`src/design/q4es_pkg.sv`:
```
// Shared types, constants and arithmetic helpers for the quad4 element stiffness unit.
`default_nettype none

package q4es_pkg;

    localparam int unsigned NumCoords = 8;
    localparam int unsigned NumDregs  = 6;
    localparam int unsigned DivBits   = 80;

    // Shape function derivative magnitudes, signed Q1.16: (1-g)/4 and (1+g)/4.
    localparam logic signed [16:0] DnLo = 17'sd6925;
    localparam logic signed [16:0] DnHi = 17'sd25843;

    localparam logic signed [63:0] SatMax = 64'sh7FFF_FFFF_FFFF_FFFF;
    localparam logic signed [63:0] SatMin = 64'sh8000_0000_0000_0000;

    typedef logic [NumCoords-1:0][31:0] t_coords;
    typedef logic [NumDregs-1:0][31:0]  t_dregs;

    typedef struct packed {
        logic    valid;
        t_coords coords;
    } t_qhead;

    typedef enum logic [1:0] {
        SH_NONE,
        SH_16,
        SH_32
    } t_shift;

    typedef enum logic [2:0] {
        CFG_D_XX_XX,
        CFG_D_XX_YY,
        CFG_D_XX_XY,
        CFG_D_YY_YY,
        CFG_D_YY_XY,
        CFG_D_XY_XY,
        CFG_GAUSS_WEIGHT
    } t_cfg_reg;

    typedef enum logic [3:0] {
        ST_IDLE,
        ST_JAC,
        ST_DET_A,
        ST_DET_B,
        ST_VOL,
        ST_NUM_A,
        ST_NUM_B,
        ST_DIV,
        ST_DB,
        ST_KB,
        ST_KV,
        ST_OUT_RD,
        ST_OUT_WR
    } t_bstate;

    function automatic logic [63:0] mag(input logic signed [63:0] v);
        mag = v[63] ? (64'd0 - 64'(v)) : 64'(v);
    endfunction

    function automatic logic signed [63:0] sadd(input logic signed [63:0] a,
                                                input logic signed [63:0] b);
        logic signed [63:0] s;
        s = a + b;
        if (a[63] == b[63] && s[63] != a[63]) begin
            sadd = a[63] ? SatMin : SatMax;
        end else begin
            sadd = s;
        end
    endfunction

    function automatic logic signed [63:0] ssub(input logic signed [63:0] a,
                                                input logic signed [63:0] b);
        logic signed [63:0] s;
        s = a - b;
        if (a[63] != b[63] && s[63] != a[63]) begin
            ssub = a[63] ? SatMin : SatMax;
        end else begin
            ssub = s;
        end
    endfunction

    // Derivative of shape function i along xi (j = 0) or eta (j = 1) at Gauss point (gi, gj).
    function automatic logic signed [16:0] dn(input logic j, input logic [1:0] i,
                                              input logic gi, input logic gj);
        logic signed [16:0] p, q, r, s, v;
        p = gj ? DnLo : DnHi;
        q = gj ? DnHi : DnLo;
        r = gi ? DnLo : DnHi;
        s = gi ? DnHi : DnLo;
        if (!j) begin
            unique case (i)
                2'd0: v = -p;
                2'd1: v = p;
                2'd2: v = q;
                2'd3: v = -q;
            endcase
        end else begin
            unique case (i)
                2'd0: v = -r;
                2'd1: v = -s;
                2'd2: v = s;
                2'd3: v = r;
            endcase
        end
        dn = v;
    endfunction

    // Register holding entry (k, m) of the symmetric constitutive matrix.
    function automatic logic [2:0] d_index(input logic [1:0] k, input logic [1:0] m);
        logic [2:0] v;
        unique case ({k, m})
            4'b0000: v = 3'd0;
            4'b0001: v = 3'd1;
            4'b0010: v = 3'd2;
            4'b0100: v = 3'd1;
            4'b0101: v = 3'd3;
            4'b0110: v = 3'd4;
            4'b1000: v = 3'd2;
            4'b1001: v = 3'd4;
            default: v = 3'd5;
        endcase
        d_index = v;
    endfunction

endpackage

`default_nettype wire

```
`src/design/q4es_front.sv`:
```
// Input side: accepts element words into a short queue ahead of the compute engine.
`default_nettype none

module q4es_front #(
    parameter int QDEPTH = 2
) (
    input  wire logic              i_clk,
    input  wire logic              i_rst_n,
    input  wire logic              i_valid,
    output logic                   o_ready,
    input  wire q4es_pkg::t_coords i_coords,
    output q4es_pkg::t_qhead       o_head,
    input  wire logic              i_pop
);

    localparam int PtrW = (QDEPTH > 1) ? $clog2(QDEPTH) : 1;
    localparam int CntW = $clog2(QDEPTH + 1);

    q4es_pkg::t_coords r_q [QDEPTH];
    logic [PtrW-1:0]   r_wr;
    logic [PtrW-1:0]   r_rd;
    logic [CntW-1:0]   r_cnt;
    logic              push;

    assign o_ready = (r_cnt != CntW'(QDEPTH));
    assign push    = i_valid && o_ready;
    assign o_head  = {(r_cnt != '0), r_q[r_rd]};

    always_ff @(posedge i_clk) begin
        if (!i_rst_n) begin
            r_wr  <= '0;
            r_rd  <= '0;
            r_cnt <= '0;
        end else begin
            if (push) begin
                r_wr <= (r_wr == PtrW'(QDEPTH - 1)) ? '0 : r_wr + 1'b1;
            end
            if (i_pop) begin
                r_rd <= (r_rd == PtrW'(QDEPTH - 1)) ? '0 : r_rd + 1'b1;
            end
            r_cnt <= r_cnt + CntW'(push) - CntW'(i_pop);
        end
    end

    always_ff @(posedge i_clk) begin
        if (push) begin
            r_q[r_wr] <= i_coords;
        end
    end

endmodule

`default_nettype wire

```
`config.mk`:
```
export PLATFORM = sky130hd
export DESIGN_NAME = q4es_front
export DESIGN_NICKNAME = d
export VERILOG_FILES = /design/src/design/q4es_pkg.sv /design/src/design/q4es_front.sv
export SDC_FILE = /design/constraint.sdc
export NUM_CORES = 1
export LEC_CHECK = 0
export ABC_AREA = 1
export BUFFER_PORTS_ARGS = -buffer_cell sky130_fd_sc_hd__buf_2
export CAP_MARGIN = 20
export CORE_ASPECT_RATIO = 0.9
export CORE_MARGIN = 2
export CORE_UTILIZATION = 35
export CTS_BUF_LIST = sky130_fd_sc_hd__clkbuf_4
export DETAILED_ROUTE_END_ITERATION = 8
export GPL_ROUTABILITY_DRIVEN = 0
export PLACE_DENSITY = 0.61
export SYNTH_ARGS = -nofsm -noshare
export SYNTH_HDL_FRONTEND = slang
export SYNTH_SLANG_ARGS = --single-unit
```
`constraint.sdc`:
```
create_clock -name i_clk -period 12.92 [get_ports i_clk]
set_clock_uncertainty 0.05 [all_clocks]
set_input_delay 1.292 -clock i_clk [delete_from_list [all_inputs] [get_ports i_clk]]
set_output_delay 1.292 -clock i_clk [all_outputs]
set_load 0.02 [all_outputs]
```
==> results.rst <==
.. list-table::
   :header-rows: 1

   * - Metric
     - Value
   * - Type of origin of the critical path
     - register
   * - Critical path's most frequent cell
     - sky130_fd_sc_hd__buf_4
   * - Data required time of the worst path
     - 11.58 ns
   * - Final hold violation count
     - 0
   * - Count of routing violations after the opening detailed-route iteration
     - 377
   * - Maximum Capacitance Violations
     - 0
   * - Post-Layout Cell Count
     - 2,257
   * - Part of the power in combinational logic
     - 13.0%
   * - Standard-cell row count
     - 80
   * - Relative contribution of the clock network to total power
     - 35.0%
   * - Number of unique standard cell types used by synthesis
     - 13
   * - Total buffers and inverters traversed by the critical path
     - 3
   * - Number of hold buffers added after cts
     - 0
   * - Via count of the first global-routing pass
     - 10,830
   * - Synth Flop Type
     - sky130_fd_sc_hd__edfxtp_1
   * - Placed insts
     - 2,026
   * - Number of storage elements in the synthesis netlist
     - 517
   * - Fillcell total
     - 4,743
   * - Power Total
     - 3.936 mW
   * - Pre-CTS setup slack
     - 8.130 ns
   * - Hold Path Class
     - reg -> reg
   * - Avg Synthesized Cell Area
     - 22.66 sq um
   * - Clk_lat worst skew
     - 0.88 ns
   * - Ordered cell list for the critical path
     - buf_4 > buf_4 > mux2_2 > buf_2
   * - CTS HTree Levels
     - 4
   * - Net count after synthesis
     - 1,090
   * - Highest fanout seen on the critical path
     - 75
   * - EDFF count, synth
     - 512
   * - Num ports
     - 518
   * - Residual antenna-violating net count after detailed routing
     - 0
   * - Fraction of final layout cells sized beyond drive strength 1
     - 64.22%
   * - Summed instance area of the synthesized netlist
     - 18,780 sq um
   * - Worst ir drop on vdd
     - 0.09507 mV
   * - NumNets Final
     - 1,727
   * - CP arrival
     - 4.11 ns
   * - Crit share post-route
     - 42.22%
   * - Buffers inserted during post-CTS setup optimization
     - 0
   * - Layout Cell Area excl Fill
     - 23,740 sq um
   * - Remaining DRCs
     - 0
   * - Chip Width
     - 248.2 microns
   * - Pin count of the biggest net entering global routing
     - 76
   * - GRT overflow
     - 0
   * - Worst setup slack after layout
     - 7.465 ns
   * - Bufs on Longest Clock Path
     - 3
   * - Global routing met1 resource utilization
     - 15.14%
   * - I/O Buffers
     - 517
   * - Antenna violations before repair
     - 11
   * - Yosys synthesis warning count
     - 0
   * - Mapped Cells
     - 829
   * - Area enclosed by the die boundary
     - 55,540 sq um
   * - Yosys top cell by area
     - sky130_fd_sc_hd__edfxtp_1
   * - Total count of max-transition violations in the final report
     - 0
   * - Grt met3 use
     - 7.500%
   * - Largest stage delay on the critical path
     - 0.90 ns
   * - Proportion of total power due to net switching
     - 24.89%
   * - Clock tree from TritonCTS
     - yes
   * - Least-Margin Pin Slew
     - 1.064 ns
   * - Routed length per placed instance
     - 18.18 microns
   * - First-pass iteration count of the detailed router
     - 4
   * - Internal Pwr Total
     - 2.956 mW
   * - Post-synthesis to final-layout area growth
     - 26.36%
   * - Synth top cells by count
     - sky130_fd_sc_hd__edfxtp_1, sky130_fd_sc_hd__mux2_2, sky130_fd_sc_hd__buf_6, sky130_fd_sc_hd__nand2_1, sky130_fd_sc_hd__nor2_1
   * - Sequential share of the synthesized area
     - 82.38%
   * - Count of cells resized by post-cts repair
     - 0
   * - Most used routing layer
     - met2
   * - Global-route wire length before repair
     - 59.46 mm
   * - Routed WL
     - 41.04 mm
   * - Worst setup EP type
     - output pin
   * - Max-Slew Margin vs Limit
     - 29.07%
   * - Run status
     - completed
   * - Biggest area contributors in the synthesized netlist
     - sky130_fd_sc_hd__edfxtp_1, sky130_fd_sc_hd__mux2_2, sky130_fd_sc_hd__buf_6
   * - Fraction of post-synthesis cell area in the top cell type by area
     - 81.85%
   * - Vertical die dimension
     - 223.8 microns
   * - Total net switching power
     - 979.5 uW
   * - Setup-violating endpoint count in the final report
     - 0
   * - Critical Path Slowest Stage Cell
     - sky130_fd_sc_hd__dfxtp_4
   * - Dominant cell by count in the synthesized netlist
     - sky130_fd_sc_hd__edfxtp_1
   * - Share of flip-flops with an asynchronous set or reset after synthesis
     - 0%
   * - CORE AREA
     - 53,050 sq um
   * - Sequential Power Share
     - 51.9%
   * - Met2 Track Usage GR
     - 23.63%
   * - CTS Buf Count
     - 135
   * - Min cycle time layout
     - 5.455 ns
   * - Clk sinks
     - 517
   * - Vias after detailed routing
     - 10,070
   * - Kind of critical path
     - reg -> out
   * - Pleak
     - 8.956 nW
   * - Setup Total Neg Slack
     - 0 ns
   * - Dpl hpwl
     - 26.64 mm
   * - Total placed instance area
     - 22,040 sq um
   * - Detail-routed via count per cell
     - 4.463
   * - Cell family contributing the most delay on the critical path
     - buffers and inverters
   * - FMAX
     - 0.1833 GHz
   * - Unrepaired setup endpoints after global routing
     - no
   * - Cell chosen for the clock root
     - sky130_fd_sc_hd__clkbuf_4
   * - Pwr dens
     - 165.8 nW/um^2
   * - Initial cell density of the core
     - 35.41%
   * - GRT Resource Usage Total
     - 14.36%
   * - Clock-pin slew reported for the worst setup and hold paths after clock tree synthesis
     - 0.07 ns
==> metrics by stage <==
stage	hold WS, ns	utilization, %
after global routing	0.4072	44.74
after CTS	0.3710	44.71
after floorplan	0.4135	-
final	0.4457	44.74
after global placement	0.4299	41.54
after detailed placement	0.4359	41.54
==> power by group through the flow <==
stage / clock network [mW] / logic, mW / registers, mW
final: 1.38 / 0.514 / 2.04
after global routing: 1.52 / 0.552 / 2.06
after CTS: 1.44 / 0.526 / 2.05
after floorplan: 0 / 0.331 / 2.10
after detailed placement: 0 / 0.524 / 2.08
after global placement: 0 / 0.521 / 2.07
==> state kept, by name, summed over array words and instances, names as in the netlist, named ones only <==
register	flops
r_rd	1
r_cnt	2
r_wr	1
r_q	512
==> layout make-up <==
class | count | area, sq um | share of cell area (%)
inverter | 5 | 18.77 | 0.07907
antenna | 6 | 15.01 | 0.06326
multi-input combinational | 279 | 3000 | 12.64
sequential | 517 | 15480 | 65.21
timing repair buffer | 528 | 2670 | 11.25
clock buffer | 199 | 1494 | 6.294
clock inverter | 26 | 186.4 | 0.7855
tap | 697 | 872.1 | 3.674
==> logic make-up after synthesis <==
group / count (synthesis) / share of synthesized area (%)
compound gates: 1 / 0.02662
xor+xnor: 1 / 0.04663
fa+ha+maj: 1 / 0.06660
buf+inv: 33 / 1.725
flops: 517 / 82.38
mux: 256 / 15.35
simple gates: 20 / 0.4063
==> final timing paths <==
| path | cells after the start | startpoint | slack, ns | endpoint |
|---|---|---|---|---|
| max reg2reg | 7 | r_cnt[0] | 9.10 | r_q[1][136] |
| min reg2reg | 2 | r_rd | 0.45 | register |
| min | 2 | r_rd | 0.45 | register |
| max | 4 | register | 7.47 | o_head[37] |
==> metal layers <==
metal | share of wire [%] | wire length, microns | up-vias
li1 | - | - | 4672
met1 | 37 | 15260 | 4903
met2 | 50 | 20480 | 408
met3 | 10 | 4296 | 79
met4 | 2.2 | 917 | 12
met5 | 0.21 | 86 | -
==> placed cells by master, fill, tap and decap left out <==
master,count
sky130_fd_sc_hd__nand2_1,12
sky130_fd_sc_hd__clkinvlp_4,1
sky130_fd_sc_hd__nor2_1,5
sky130_fd_sc_hd__xnor2_1,1
sky130_fd_sc_hd__edfxtp_1,512
sky130_fd_sc_hd__inv_1,5
sky130_fd_sc_hd__bufinv_16,3
sky130_fd_sc_hd__diode_2,6
sky130_fd_sc_hd__dfxtp_4,1
sky130_fd_sc_hd__ha_1,1
sky130_fd_sc_hd__clkinv_2,5
sky130_fd_sc_hd__clkinv_1,14
sky130_fd_sc_hd__nand3_1,1
sky130_fd_sc_hd__mux2_2,256
sky130_fd_sc_hd__a21oi_1,1
sky130_fd_sc_hd__clkbuf_4,199
sky130_fd_sc_hd__buf_2,517
sky130_fd_sc_hd__nor2_4,2
sky130_fd_sc_hd__buf_4,11
sky130_fd_sc_hd__dfxtp_1,4
sky130_fd_sc_hd__inv_2,3
==> tightest hold or removal path: stages, from the launching register on <==
cell and delay (ns):
sky130_fd_sc_hd__dfxtp_1 0.33, sky130_fd_sc_hd__nor2_1 0.06, sky130_fd_sc_hd__nor2_1 0.08
(Power assumes the default switching activity.)
